**src/design/m2gcv_pkg.sv**
```systemverilog
package m2gcv_pkg;

   localparam int GATE_COUNT    = 8;
   localparam int PITCH_ENTRIES = 61;
   localparam int GIDX_W        = (GATE_COUNT > 1) ? $clog2(GATE_COUNT) : 1;
   localparam int PIDX_W        = (PITCH_ENTRIES > 1) ? $clog2(PITCH_ENTRIES) : 1;
   localparam int QUEUE_DEPTH   = 2;
   localparam int BASE_ENTRIES  = 61;

   localparam logic [7:0]  STATUS_LOW    = 8'h80;
   localparam logic [7:0]  STATUS_HIGH   = 8'hEF;
   localparam logic [7:0]  STATUS_FILTER = 8'hEF;
   localparam logic [3:0]  NOTE_ON_NIB   = 4'h9;
   localparam logic [15:0] PITCH_TOP     = 16'hFFF0;

   localparam logic REQ_MIDI = 1'b0;
   localparam logic REQ_MAP  = 1'b1;

   localparam logic [2:0] FIELD_KIND      = 3'd0;
   localparam logic [2:0] FIELD_GATE_STAT = 3'd1;
   localparam logic [2:0] FIELD_GATE_NOTE = 3'd2;
   localparam logic [2:0] FIELD_CV_STAT   = 3'd3;
   localparam logic [2:0] FIELD_CV_NUM    = 3'd4;

   localparam logic [1:0] KIND_VEL   = 2'd0;
   localparam logic [1:0] KIND_CC    = 2'd1;
   localparam logic [1:0] KIND_PITCH = 2'd2;

   localparam logic [7:0] GATE_STAT_RESET = 8'h80;
   localparam int         GATE_NOTE_BASE  = 24;

   localparam logic [15:0] SEMITONE_BASE [BASE_ENTRIES] = '{
      16'h0000, 16'h0440, 16'h0880, 16'h0CD0, 16'h1110, 16'h1550, 16'h19A0, 16'h1DE0,
      16'h2220, 16'h2660, 16'h2AA0, 16'h2EF0, 16'h3330, 16'h3770, 16'h3BC0, 16'h4000,
      16'h4440, 16'h4880, 16'h4CC0, 16'h5110, 16'h5550, 16'h5990, 16'h5DE0, 16'h6220,
      16'h6660, 16'h6AA0, 16'h6EE0, 16'h7330, 16'h7770, 16'h7BB0, 16'h8000, 16'h8440,
      16'h8880, 16'h8CC0, 16'h9100, 16'h9550, 16'h9990, 16'h9DD0, 16'hA220, 16'hA660,
      16'hAAA0, 16'hAEE0, 16'hB320, 16'hB770, 16'hBBB0, 16'hBFF0, 16'hC440, 16'hC880,
      16'hCCC0, 16'hD100, 16'hD550, 16'hD990, 16'hDDD0, 16'hE210, 16'hE660, 16'hEAA0,
      16'hEEE0, 16'hF320, 16'hF760, 16'hFBB0, 16'hFFF0
   };

   typedef struct packed {
      logic       is_map;
      logic [2:0] gate;
      logic [2:0] field;
      logic [7:0] value;
      logic [7:0] status;
      logic [7:0] data1;
      logic [7:0] data2;
   } cmd_type;

   typedef struct packed {
      logic [2:0]  gate_index;
      logic        gate_write;
      logic        gate_level;
      logic        dac_write;
      logic [11:0] dac_code;
   } res_type;

   function automatic logic [15:0] pitch_code(input logic [PIDX_W-1:0] idx);
      logic [15:0] r;
      r = PITCH_TOP;
      for (int i = 0; i < BASE_ENTRIES; i++) begin
         if (int'(idx) == i) begin
            r = SEMITONE_BASE[i];
         end
      end
      return r;
   endfunction

endpackage

```
**src/design/m2gcv_front.sv**
```systemverilog
module m2gcv_front
   import m2gcv_pkg::*;
(
   input  logic       clock,
   input  logic       reset,
   input  logic       in_valid,
   output logic       in_ready,
   input  logic       in_type,
   input  logic [7:0] in_byte,
   input  logic [2:0] in_gate,
   input  logic [2:0] in_field,
   input  logic [7:0] in_value,
   input  logic       q_full,
   output logic       q_push,
   output cmd_type    q_cmd
);

   typedef enum logic [1:0] {
      PH_STATUS = 2'd0,
      PH_DATA1  = 2'd1,
      PH_DATA2  = 2'd2
   } phase_type;

   phase_type  phase_ff, phase_in;
   logic [7:0] status_ff, status_in;
   logic [7:0] data1_ff, data1_in;
   logic       take;

   assign in_ready = !q_full;
   assign take     = in_valid && !q_full;

   always_comb begin
      phase_in  = phase_ff;
      status_in = status_ff;
      data1_in  = data1_ff;
      q_push    = 1'b0;
      q_cmd     = '0;
      q_cmd.gate   = in_gate;
      q_cmd.field  = in_field;
      q_cmd.value  = in_value;
      q_cmd.status = status_ff;
      q_cmd.data1  = data1_ff;
      q_cmd.data2  = in_byte;
      if (take) begin
         if (in_type == REQ_MAP) begin
            q_cmd.is_map = 1'b1;
            q_push = (int'(in_gate) < GATE_COUNT) && (in_field <= FIELD_CV_NUM);
         end else begin
            unique case (phase_ff)
               PH_DATA1: begin
                  data1_in = in_byte;
                  phase_in = PH_DATA2;
               end
               PH_DATA2: begin
                  phase_in = PH_STATUS;
                  q_push   = 1'b1;
               end
               default: begin
                  phase_in = PH_STATUS;
                  if (in_byte >= STATUS_LOW && in_byte <= STATUS_HIGH) begin
                     status_in = in_byte;
                     phase_in  = PH_DATA1;
                  end
               end
            endcase
         end
      end
   end

   always_ff @(posedge clock) begin
      if (reset) begin
         phase_ff  <= PH_STATUS;
         status_ff <= '0;
         data1_ff  <= '0;
      end else begin
         phase_ff  <= phase_in;
         status_ff <= status_in;
         data1_ff  <= data1_in;
      end
   end

endmodule

```
**src/design/m2gcv_queue.sv**
```systemverilog
module m2gcv_queue
   import m2gcv_pkg::*;
(
   input  logic    clock,
   input  logic    reset,
   input  logic    push,
   input  cmd_type push_cmd,
   output logic    full,
   output logic    not_empty,
   input  logic    pop,
   output cmd_type pop_cmd
);

   localparam int PTR_W = (QUEUE_DEPTH > 1) ? $clog2(QUEUE_DEPTH) : 1;
   localparam int CNT_W = $clog2(QUEUE_DEPTH + 1);

   cmd_type          slot_ff [QUEUE_DEPTH];
   logic [PTR_W-1:0] wr_ff, wr_in;
   logic [PTR_W-1:0] rd_ff, rd_in;
   logic [CNT_W-1:0] count_ff, count_in;
   logic             do_push, do_pop;

   assign full      = (count_ff == CNT_W'(QUEUE_DEPTH));
   assign not_empty = (count_ff != '0);
   assign do_push   = push && !full;
   assign do_pop    = pop && not_empty;
   assign pop_cmd   = slot_ff[rd_ff];

   always_comb begin
      wr_in    = wr_ff;
      rd_in    = rd_ff;
      count_in = count_ff;
      if (do_push) begin
         wr_in = (wr_ff == PTR_W'(QUEUE_DEPTH - 1)) ? '0 : wr_ff + 1'b1;
      end
      if (do_pop) begin
         rd_in = (rd_ff == PTR_W'(QUEUE_DEPTH - 1)) ? '0 : rd_ff + 1'b1;
      end
      if (do_push && !do_pop) begin
         count_in = count_ff + 1'b1;
      end else if (do_pop && !do_push) begin
         count_in = count_ff - 1'b1;
      end
   end

   always_ff @(posedge clock) begin
      if (reset) begin
         wr_ff    <= '0;
         rd_ff    <= '0;
         count_ff <= '0;
      end else begin
         wr_ff    <= wr_in;
         rd_ff    <= rd_in;
         count_ff <= count_in;
      end
   end

   always_ff @(posedge clock) begin
      if (do_push) begin
         slot_ff[wr_ff] <= push_cmd;
      end
   end

endmodule

```
**src/design/m2gcv_back.sv**
```systemverilog
module m2gcv_back
   import m2gcv_pkg::*;
(
   input  logic    clock,
   input  logic    reset,
   input  logic    cmd_valid,
   input  cmd_type cmd,
   output logic    cmd_pop,
   output logic    out_valid,
   input  logic    out_ready,
   output res_type out_res,
   output logic    out_last
);

   typedef enum logic [1:0] {
      ST_IDLE  = 2'd0,
      ST_SCAN  = 2'd1,
      ST_FLUSH = 2'd2
   } state_type;

   state_type         state_ff, state_in;
   logic [1:0]        kind_ff [GATE_COUNT];
   logic [1:0]        kind_in [GATE_COUNT];
   logic [7:0]        gstat_ff [GATE_COUNT];
   logic [7:0]        gstat_in [GATE_COUNT];
   logic [7:0]        gnote_ff [GATE_COUNT];
   logic [7:0]        gnote_in [GATE_COUNT];
   logic [7:0]        cstat_ff [GATE_COUNT];
   logic [7:0]        cstat_in [GATE_COUNT];
   logic [7:0]        cnum_ff [GATE_COUNT];
   logic [7:0]        cnum_in [GATE_COUNT];
   logic [7:0]        status_ff, status_in;
   logic [7:0]        data1_ff, data1_in;
   logic [7:0]        data2_ff, data2_in;
   logic [PIDX_W-1:0] pidx_ff, pidx_in;
   logic [GIDX_W-1:0] idx_ff, idx_in;
   logic              pend_valid_ff, pend_valid_in;
   res_type           pend_ff, pend_in;
   logic              out_valid_ff, out_valid_in;
   res_type           out_res_ff, out_res_in;
   logic              out_last_ff, out_last_in;
   logic              out_free;
   logic              noteon;
   logic [11:0]       cc_code;
   logic [15:0]       pitch_value;
   logic              hit;
   res_type           res;
   logic [GIDX_W-1:0] wgate;

   assign out_valid   = out_valid_ff;
   assign out_res     = out_res_ff;
   assign out_last    = out_last_ff;
   assign out_free    = !out_valid_ff || out_ready;
   assign noteon      = (status_ff[7:4] == NOTE_ON_NIB);
   assign cc_code     = {data2_ff[6:0], 5'b0};
   assign pitch_value = pitch_code(pidx_ff);
   assign wgate       = GIDX_W'(cmd.gate);

   // match of the entry under the scan pointer
   always_comb begin
      hit = 1'b0;
      res = '0;
      res.gate_index = 3'(idx_ff);
      if ((status_ff & STATUS_FILTER) == gstat_ff[idx_ff]) begin
         if (data1_ff == gnote_ff[idx_ff] || kind_ff[idx_ff] == KIND_PITCH) begin
            hit            = 1'b1;
            res.gate_write = 1'b1;
            res.gate_level = noteon;
            case (kind_ff[idx_ff])
               KIND_VEL: begin
                  res.dac_write = 1'b1;
                  res.dac_code  = noteon ? cc_code : '0;
               end
               KIND_PITCH: begin
                  res.dac_write = 1'b1;
                  res.dac_code  = pitch_value[15:4];
               end
               default: ;
            endcase
         end
      end else if (status_ff == cstat_ff[idx_ff] && data1_ff == cnum_ff[idx_ff]) begin
         hit           = 1'b1;
         res.dac_write = 1'b1;
         res.dac_code  = cc_code;
      end
   end

   always_comb begin
      state_in      = state_ff;
      kind_in       = kind_ff;
      gstat_in      = gstat_ff;
      gnote_in      = gnote_ff;
      cstat_in      = cstat_ff;
      cnum_in       = cnum_ff;
      status_in     = status_ff;
      data1_in      = data1_ff;
      data2_in      = data2_ff;
      pidx_in       = pidx_ff;
      idx_in        = idx_ff;
      pend_valid_in = pend_valid_ff;
      pend_in       = pend_ff;
      out_valid_in  = out_valid_ff && !out_ready;
      out_res_in    = out_res_ff;
      out_last_in   = out_last_ff;
      cmd_pop       = 1'b0;
      unique case (state_ff)
         ST_IDLE: begin
            if (cmd_valid) begin
               cmd_pop = 1'b1;
               if (cmd.is_map) begin
                  case (cmd.field)
                     FIELD_KIND:      kind_in[wgate]  = cmd.value[1:0];
                     FIELD_GATE_STAT: gstat_in[wgate] = cmd.value;
                     FIELD_GATE_NOTE: gnote_in[wgate] = cmd.value;
                     FIELD_CV_STAT:   cstat_in[wgate] = cmd.value;
                     FIELD_CV_NUM:    cnum_in[wgate]  = cmd.value;
                     default: ;
                  endcase
               end else begin
                  status_in     = cmd.status;
                  data1_in      = cmd.data1;
                  data2_in      = cmd.data2;
                  pidx_in       = (int'(cmd.data1) < PITCH_ENTRIES) ?
                                  PIDX_W'(cmd.data1) : PIDX_W'(PITCH_ENTRIES - 1);
                  idx_in        = '0;
                  pend_valid_in = 1'b0;
                  state_in      = ST_SCAN;
               end
            end
         end
         ST_SCAN: begin
            if (out_free) begin
               if (hit) begin
                  if (pend_valid_ff) begin
                     out_valid_in = 1'b1;
                     out_res_in   = pend_ff;
                     out_last_in  = 1'b0;
                  end
                  pend_in       = res;
                  pend_valid_in = 1'b1;
               end
               if (idx_ff == GIDX_W'(GATE_COUNT - 1)) begin
                  state_in = ST_FLUSH;
               end else begin
                  idx_in = idx_ff + 1'b1;
               end
            end
         end
         ST_FLUSH: begin
            if (out_free) begin
               if (pend_valid_ff) begin
                  out_valid_in = 1'b1;
                  out_res_in   = pend_ff;
                  out_last_in  = 1'b1;
               end
               pend_valid_in = 1'b0;
               state_in      = ST_IDLE;
            end
         end
         default: state_in = ST_IDLE;
      endcase
   end

   always_ff @(posedge clock) begin
      if (reset) begin
         state_ff      <= ST_IDLE;
         pend_valid_ff <= 1'b0;
         out_valid_ff  <= 1'b0;
         status_ff     <= '0;
         data1_ff      <= '0;
         for (int g = 0; g < GATE_COUNT; g++) begin
            kind_ff[g]  <= KIND_VEL;
            gstat_ff[g] <= GATE_STAT_RESET;
            gnote_ff[g] <= 8'(GATE_NOTE_BASE + g);
            cstat_ff[g] <= '0;
            cnum_ff[g]  <= '0;
         end
      end else begin
         state_ff      <= state_in;
         pend_valid_ff <= pend_valid_in;
         out_valid_ff  <= out_valid_in;
         status_ff     <= status_in;
         data1_ff      <= data1_in;
         kind_ff       <= kind_in;
         gstat_ff      <= gstat_in;
         gnote_ff      <= gnote_in;
         cstat_ff      <= cstat_in;
         cnum_ff       <= cnum_in;
      end
      data2_ff    <= data2_in;
      pidx_ff     <= pidx_in;
      idx_ff      <= idx_in;
      pend_ff     <= pend_in;
      out_res_ff  <= out_res_in;
      out_last_ff <= out_last_in;
   end

endmodule

```
**src/design/midi_to_gate_cv_mapper.sv**
```systemverilog
// MIDI to gate/CV mapper. Bytes (tuser 0) are gathered into three-byte channel
// messages starting at a status 0x80..0xEF; map writes (tuser 1) load one field
// of a gate record. A complete message walks the eight gate records one per
// cycle while the result side accepts, and sends one transaction per matching
// gate in gate order, tlast on the final one; a message with no match sends
// nothing. The back end loads a message, scans the records and flushes the held
// result, waiting while the result side stalls; a map write is applied as it is
// popped; MIDI bytes not ending a message never reach the back end. A two-entry
// command queue lets the byte parser take transactions during a scan until full.
module midi_to_gate_cv_mapper
   import m2gcv_pkg::*;
(
   input  logic        clock,
   input  logic        reset,
   input  logic        req_tvalid,
   output logic        req_tready,
   input  logic [0:0]  req_tuser,   // req_type
   input  logic [23:0] req_tdata,   // midi_byte, map_gate, map_field, map_value, zero pad
   output logic        rsp_tvalid,
   input  logic        rsp_tready,
   output logic [23:0] rsp_tdata,   // gate_index, gate_write, gate_level, dac_write,
                                    // dac_code, zero pad
   output logic        rsp_tlast
);

   logic    q_full;
   logic    q_push;
   cmd_type q_push_cmd;
   logic    q_not_empty;
   logic    q_pop;
   cmd_type q_pop_cmd;
   res_type res;

   m2gcv_front u_front (
      .clock    (clock),
      .reset    (reset),
      .in_valid (req_tvalid),
      .in_ready (req_tready),
      .in_type  (req_tuser[0]),
      .in_byte  (req_tdata[7:0]),
      .in_gate  (req_tdata[10:8]),
      .in_field (req_tdata[13:11]),
      .in_value (req_tdata[21:14]),
      .q_full   (q_full),
      .q_push   (q_push),
      .q_cmd    (q_push_cmd)
   );

   m2gcv_queue u_queue (
      .clock     (clock),
      .reset     (reset),
      .push      (q_push),
      .push_cmd  (q_push_cmd),
      .full      (q_full),
      .not_empty (q_not_empty),
      .pop       (q_pop),
      .pop_cmd   (q_pop_cmd)
   );

   m2gcv_back u_back (
      .clock     (clock),
      .reset     (reset),
      .cmd_valid (q_not_empty),
      .cmd       (q_pop_cmd),
      .cmd_pop   (q_pop),
      .out_valid (rsp_tvalid),
      .out_ready (rsp_tready),
      .out_res   (res),
      .out_last  (rsp_tlast)
   );

   assign rsp_tdata = {6'b0, res.dac_code, res.dac_write, res.gate_level,
                       res.gate_write, res.gate_index};

endmodule
```
**config.mk**
```make
export PLATFORM = sky130hd
export DESIGN_NAME = midi_to_gate_cv_mapper
export DESIGN_NICKNAME = d
export VERILOG_FILES = /design/src/design/m2gcv_pkg.sv /design/src/design/m2gcv_front.sv /design/src/design/m2gcv_queue.sv /design/src/design/m2gcv_back.sv /design/src/design/midi_to_gate_cv_mapper.sv
export SDC_FILE = /design/constraint.sdc
export NUM_CORES = 1
export LEC_CHECK = 0
export BUFFER_PORTS_ARGS = -buffer_cell sky130_fd_sc_hd__buf_4
export CAP_MARGIN = 30
export CELL_PAD_IN_SITES_DETAIL_PLACEMENT = 1
export CELL_PAD_IN_SITES_GLOBAL_PLACEMENT = 1
export CORE_MARGIN = 2
export CORE_UTILIZATION = 40
export CTS_CLUSTER_DIAMETER = 40
export DETAILED_ROUTE_END_ITERATION = 10
export GPL_TIMING_DRIVEN = 0
export PLACE_DENSITY_LB_ADDON = 0.08
export REMOVE_ABC_BUFFERS = 1
export SLEW_MARGIN = 10
export SYNTH_ARGS = -nofsm -noshare
export SYNTH_HDL_FRONTEND = slang
export SYNTH_SLANG_ARGS = --single-unit
```
**constraint.sdc**
```tcl
create_clock -name clock -period 4.1 [get_ports clock]
set_clock_uncertainty 0.05 [all_clocks]
set_input_delay 0.205 -clock clock [delete_from_list [all_inputs] [get_ports clock]]
set_output_delay 0.205 -clock clock [all_outputs]
set_load 0.01 [all_outputs]
```
==> impl_metrics.env, run 1 <==
export IMPL_fp_row_count=78
export IMPL_leakagePower_nw=7.97
export IMPL_area_growth_pct=25.5
export IMPL_wl_per_cell_microns=21.7
export IMPL_die_w_microns=219
export IMPL_via_count=13592
export IMPL_cts_clk_slew_worst_paths_ps=60
export IMPL_relSlewSlack_pct=27.9
export IMPL_wl_mm=53.7
export IMPL_yosysTopAreaCellShare_pct=34.1
export IMPL_fin_util_pct=51.0
export IMPL_vias_per_cell=5.51
export IMPL_synth_seq_area_share_pct=55.0
export IMPL_power_density_mw_per_mm2=639
export IMPL_grt_util_all_layers_pct=23.0
export IMPL_finalNetCount=1845
export IMPL_path_max_fanout=17
export IMPL_finalNonFillerCells=2469
export IMPL_synth_edf_count=129
export IMPL_synthTopCellsByArea="dfxtp_1 34%, edfxtp_1 21%, a211oi_1 9.8%, nor2_1 7.1%, mux2i_1 4.7%"
export IMPL_drive_above_1_share_pct=19.9
export IMPL_first_pass_iters=5
export IMPL_synth_area_leader_cell="dfxtp_1"
export IMPL_synth_commonest_cells="348 x nor2_1, 315 x dfxtp_1, 241 x a211oi_1"
export IMPL_clockBufferDepth=3
export IMPL_ys_ff_latch=444
export IMPL_ys_flop_type="dfxtp_1"
export IMPL_drtIter0Drc=727
export IMPL_yosysWarningCount=0
export IMPL_io_pins=56
export IMPL_h_tree_depth=3
export IMPL_initial_core_util_pct=40.7
export IMPL_dieHeight_microns=219
export IMPL_insertion_delay_ps=610
export IMPL_crit_required_ps=4350
export IMPL_diodes=0
export IMPL_dp_cells=2292
export IMPL_max_freq_mhz=250
export IMPL_synth_cell_types=62
export IMPL_numCtsBuffers=75
export IMPL_avgSynthCellArea_sq_um=10.8
export IMPL_status="complete, no violations"
export IMPL_slew_violations=0
export IMPL_syn_area_sq_mm=0.0185
export IMPL_fin_hold_ws_ps=262
export IMPL_fin_crit_sh_pct=97.6
export IMPL_layout_min_cycle_time_ps=4000
export IMPL_cpMaxStageDelayCell="edfxtp_1"
export IMPL_grt_pass1_vias=14212
export IMPL_power_total_w=0.0148
export IMPL_hold_viol=0
export IMPL_critPathBufInv=4
export IMPL_cp_cell_sequence="buf_12 > buf_8 > buf_16 > mux2_2 > o22ai_1 > a221oi_2 > xor2_1 > nor4_1 > nand4_1 > and2_1 > o31ai_4 > buf_8"
export IMPL_cts_tree="built"
export IMPL_finalSetupViolations=0
export IMPL_vdd_drop_max_uv=385
export IMPL_yosysMostFrequentCell="nor2_1"
export IMPL_cts_root_buf="clkbuf_16"
export IMPL_portBuffers=47
export IMPL_coreArea_sq_mm=0.0455
export IMPL_gp_routability_congestion=0.745
export IMPL_grt_max_degree=101
export IMPL_grt_pass1_wl_mm=84.0
export IMPL_crit_family="simple AND/OR/NAND/NOR gates"
export IMPL_crit_path_start_kind="flop"
export IMPL_synthCells=1718
export IMPL_tightestPinTransition_ps=1080
export IMPL_hp_class="in -> reg"
export IMPL_max_stage_delay_ps=500
export IMPL_die_area_sq_mm=0.0480
export IMPL_drv_cap=0
export IMPL_criticalPathCategory="reg -> reg"
export IMPL_end_kind="flop"
export IMPL_cts_sinks=444
export IMPL_antenna_found_initial=1
export IMPL_arrival_ps=4250
export IMPL_drc=0
export IMPL_cpMostUsedCell="buf_8"
export IMPL_overflow=0
export IMPL_antenna_left=0
export IMPL_dp_hpwl_mm=36.6
export IMPL_async_flop_share_pct=0
layer usage:
metal  vias to the layer above  part of all wire, %  track usage [%]
li1                       6529                    -                -
met1                      6780                   46             30.7
met2                       196                   48             37.6
met3                        87                  3.7             4.73
met4                         0                  2.4             6.94
met5                         -                    0                0
final cells by class:
| class | count | area, sq um |
|---|---|---|
| multi-input cells | 1120 | 7940 |
| inverters | 18 | 67.6 |
| clock buffers | 89 | 2030 |
| clock inverters | 51 | 529 |
| repair buffers | 147 | 1710 |
| well taps | 600 | 751 |
| fillers | 4755 | 22300 |
| flip-flops and latches | 444 | 10200 |
worst register-to-register path, cell delays in order, from the launching register on:
cell and delay (ps):
edfxtp_1 500, buf_12 220, buf_8 170, buf_16 170
mux2_2 360, o22ai_1 340, a221oi_2 120, xor2_1 200
nor4_1 340, nand4_1 330, and2_1 340, o31ai_4 330
buf_8 220
registers in the layout, summed over array words and instances (netlist names), 2 cells and up, named ones only:
register and flops:
u_back.idx_ff 3, u_back.pend_ff 18, u_front.phase_ff 2, u_back.out_res 18
u_back.kind_ff 16, u_back.pidx_ff 6, u_back.cstat_ff 64, u_queue.count_ff 2
u_queue.slot_ff 76, u_back.status_ff 8, u_back.data1_ff 8, u_front.data1_ff 8
u_back.gnote_ff 64, u_back.cnum_ff 64, u_back.data2_ff 7, u_back.state_ff 2
u_front.status_ff 8, u_back.gstat_ff 64
layout by cell type, fill, tap and decap left out, types with 10 or more instances in the layout:
cell type      count
a211o_1           28
xor2_1            28
o21ai_0           23
inv_1             17
mux2_2            35
ha_1              10
mux4_2            38
buf_4             72
a21oi_1           43
buf_16            21
dfxtp_1          314
buf_6             10
edfxtp_1         129
dlygate4sd3_1     26
clkinv_2          11
nand2b_1          20
nor2_1           344
nor3_1            12
inv_6             15
nand2_1           47
clkbuf_16         77
a211oi_1         241
nor3_2            12
o22ai_1           13
nand3_1           17
mux2i_1           76
power by group:
part	switching [W]	internal (W)	total (W)
clock network	0.00232	0.00398	0.00631
registers	0.000305	0.00479	0.00510
logic	0.00197	0.00145	0.00342
total	0.00460	0.0102	0.0148
worst paths after layout:
check                            startpoint                          endpoint  slack [ps]  depth (start not counted)
max          u_back.idx_ff[0]$_SDFFCE_PN0P_       u_back.out_res[5]$_DFFE_PP_         100                         12
min                           req_tdata[16]  u_queue.slot_ff[0][26]$_DFFE_PP_         260                          2
max reg2reg  u_back.idx_ff[0]$_SDFFCE_PN0P_       u_back.out_res[5]$_DFFE_PP_         100                         12
min reg2reg    u_back.pend_ff[16]$_DFFE_PP_      u_back.out_res[16]$_DFFE_PP_         360                          0
metrics by stage:
stage / TNS, ps / area (sq um) / setup WS (ps)
2_1_floorplan: -69050 / 17900 / -1860
3_3_place_gp: -661760 / 19000 / -4870
3_5_place_dp: -32690 / 20300 / -1080
4_1_cts: 0 / 23200 / 70.6
5_1_grt: -135 / 23200 / -11.1
6_report: 0 / 23200 / 97.7
what timing repair did:
item,in CTS,in global routing
buffers inserted,9,0
endpoints found under the hold margin,92,0
setup endpoints to repair,46,17
hold buffers,26,0
pin swaps,2,1
resized for setup,7,3
kinds of logic (layout without fill, tap and decap cells):
family / count (synthesis) / in the layout / share of synthesized area (%)
and+or+nand+nor: 506 / 506 / 11.6
DFF: 444 / 444 / 55.0
AOI/OAI and AO/OA: 407 / 407 / 16.1
muxes: 159 / 159 / 11.4
buffers and inverters: 159 / 305 / 3.67
xor gates and xnor gates: 31 / 31 / 1.47
adders and majority gates: 11 / 11 / 0.730
other: 1 / 6 / 0.0203
No activity file was read; power rests on OpenSTA's default activity.
==> inputs of run 2 (changes only) <==
- BUFFER_PORTS_ARGS: -buffer_cell sky130_fd_sc_hd__buf_4 -> -buffer_cell sky130_fd_sc_hd__buf_2
==> run 2 against run 1 <==
  * Wire length shrank 1.1%
  * Worst hold slack lost 230 ps
  * Combinational power shrank 2%
  * Maximum frequency grew 0.38%
  * Non-clock buffer count shrank 8
  * Count of clock-buffer cells in the layout shrank 2
  * Power shrank 1.7%
  * Core utilization shrank 0.60 points
  * Register-to-register slack gained 20 ps
  * Sequential power is essentially flat
  * Clock power shrank 3%
  * Critical path type unchanged
  * Critical endpoint is now u_back.pend_ff[5]$_DFFE_PP_
  * Largest cell class unchanged
==> impl_metrics.env, run 2 (synthesis gave the netlist of run 1 again) <==
export IMPL_status="complete, no violations"
export IMPL_crit_path_start_kind="flop"
export IMPL_antenna_found_initial=2
export IMPL_initial_core_util_pct=40.7
export IMPL_fin_crit_sh_pct=97.2
export IMPL_final_area_sq_mm=0.0229
export IMPL_drtIter0Drc=794
export IMPL_layout_min_cycle_time_ps=3990
export IMPL_h_tree_depth=3
export IMPL_final_common_cell="nor2_1"
export IMPL_grt_pass1_wl_mm=83.0
export IMPL_dpl_cell_area_sq_mm=0.0201
export IMPL_pwr_share_clk_pct=42.0
export IMPL_clockBufferDepth=3
export IMPL_crit_required_ps=4360
export IMPL_path_max_fanout=16
export IMPL_diodes=0
export IMPL_criticalPathCategory="reg -> reg"
export IMPL_antenna_left=0
export IMPL_hp_class="in -> reg"
export IMPL_slew_violations=0
export IMPL_portBuffers=47
export IMPL_swShare_pct=30.8
export IMPL_finalSetupViolations=0
export IMPL_first_pass_iters=5
export IMPL_gp_routability_congestion=0.741
export IMPL_finalNonFillerCells=2454
export IMPL_crit_reg2reg_launch="u_back.idx_ff[0]$_SDFFCE_PN0P_"
export IMPL_die_w_microns=219
export IMPL_switching_power_w=0.00449
export IMPL_drv_cap=0
export IMPL_drc=0
export IMPL_power_density_mw_per_mm2=635
export IMPL_grt_util_all_layers_pct=22.7
export IMPL_tightestPinTransition_ps=1070
export IMPL_fin_util_pct=50.4
export IMPL_numCtsBuffers=72
export IMPL_arrival_ps=4240
export IMPL_finalNetCount=1834
export IMPL_pwr_share_seq_pct=35.0
export IMPL_dp_cells=2291
export IMPL_io_pins=56
export IMPL_power_frac_comb_pct=23.0
export IMPL_wl_mm=53.1
export IMPL_vias_per_cell=5.50
export IMPL_end_kind="flop"
export IMPL_hold_viol=0
export IMPL_leakagePower_nw=7.80
export IMPL_max_freq_mhz=251
export IMPL_r2r_cells=13
export IMPL_via_count=13487
export IMPL_insertion_delay_ps=600
export IMPL_relSlewSlack_pct=28.7
export IMPL_internal_power_w=0.0101
export IMPL_min_to="u_back.out_valid$_SDFF_PP0_"
export IMPL_cts_sinks=444
export IMPL_min_delay_path_depth=4
export IMPL_r2r_end="u_back.pend_ff[5]$_DFFE_PP_"
export IMPL_fillers=4815
export IMPL_die_area_sq_mm=0.0480
export IMPL_cts_clk_slew_worst_paths_ps=50
export IMPL_wl_per_cell_microns=21.6
export IMPL_fin_hold_ws_ps=37.3
export IMPL_dieHeight_microns=219
export IMPL_vdd_drop_max_uv=406
export IMPL_reg2reg_slack_ps=110
export IMPL_overflow=0
export IMPL_regMostFlops="u_queue.slot_ff"
export IMPL_largest_reg_flops=76
export IMPL_cts_root_buf="clkbuf_16"
export IMPL_area_growth_pct=24.0
export IMPL_final_cell_mix="344 x nor2_1, 314 x dfxtp_1, 241 x a211oi_1, 129 x edfxtp_1, 75 x mux2i_1"
export IMPL_cts_tree="built"
export IMPL_power_total_w=0.0146
export IMPL_dp_hpwl_mm=36.4
export IMPL_hold_start="rsp_tready"
export IMPL_drive_above_1_share_pct=19.3
export IMPL_grt_max_degree=119
export IMPL_grt_pass1_vias=13984
export IMPL_fp_row_count=78
export IMPL_coreArea_sq_mm=0.0455
[run 2: changes by cell type in the layout (fill, tap and decap cells not counted), sizes merged, moves of 2 or more]
cell	change
clkinvlp	+4
dlygate4sd3	-2
inv	-10
bufinv	+2
buf	-6
clkbuf	-2
[run 2: routing by layer]
layer / vias to the layer above / global-route usage [%] / routed length (microns)
li1: 6525 / - / -
met1: 6686 / 31.1 / 25300
met2: 207 / 36.6 / 24700
met3: 69 / 3.92 / 2020
met4: 0 / 7.14 / 1050
met5: - / 0 / 0
[run 2: what timing repair did]
action                                  CTS  global route
buffers inserted                          1             3
hold buffers                             24             0
resized for setup                         8             5
pin swaps                                 2             2
endpoints found under the setup margin   34            21
endpoints found under the hold margin    61             0
[run 2: area by class of cell]
cell class              instances  area, sq um  area share [%]
well taps                     600          751            3.27
clock inverters                46          539            2.35
clock buffers                  87         1930            8.41
flip-flops and latches        444        10200            44.4
inverters                      18         67.6           0.295
multi-input cells            1120         7970            34.7
repair buffers                139         1500            6.52
[run 2: worst max path at each step]
stage	from	to	slack, ps	depth (start not counted)
2_1_floorplan	u_back.idx_ff[0]$_SDFFCE_PN0P_	u_back.out_res[0]$_DFFE_PP_	-1860	7
3_3_place_gp	u_back.idx_ff[1]$_SDFFCE_PN0P_	u_back.out_res[9]$_DFFE_PP_	-4820	8
3_5_place_dp	u_back.idx_ff[1]$_SDFFCE_PN0P_	u_back.out_res[0]$_DFFE_PP_	-400	11
4_1_cts	u_back.idx_ff[1]$_SDFFCE_PN0P_	u_back.out_res[9]$_DFFE_PP_	3	11
5_1_grt	u_back.idx_ff[0]$_SDFFCE_PN0P_	u_back.pend_ff[5]$_DFFE_PP_	-10	13
6_report	u_back.idx_ff[0]$_SDFFCE_PN0P_	u_back.pend_ff[5]$_DFFE_PP_	110	13
[run 2: stage by stage]
step	setup slack, ps	TNS [ps]
6_report	113	0
5_1_grt	-9.80	-66.8
4_1_cts	2.83	0
3_5_place_dp	-396	-10280
3_3_place_gp	-4820	-719070
2_1_floorplan	-1860	-69050
[run 2: power groups by stage]
stage               Clock (W)  Sequential (W)  Combinational, W
floorplan                   0         0.00535           0.00158
global placement            0         0.00572           0.00228
detailed placement          0         0.00519           0.00327
CTS                   0.00625         0.00510           0.00335
global route          0.00648         0.00512           0.00359
finish                0.00611         0.00510           0.00336
[run 2: critical path: stages (launching register included)]
cell	delay (ps)
edfxtp_1	430
buf_8	220
buf_16	180
buf_8	200
mux2_2	360
o22ai_1	380
a221oi_2	130
xor2_1	180
nor4_1	260
nand4_1	340
and2_1	350
nor3_4	210
buf_6	190
buf_4	180
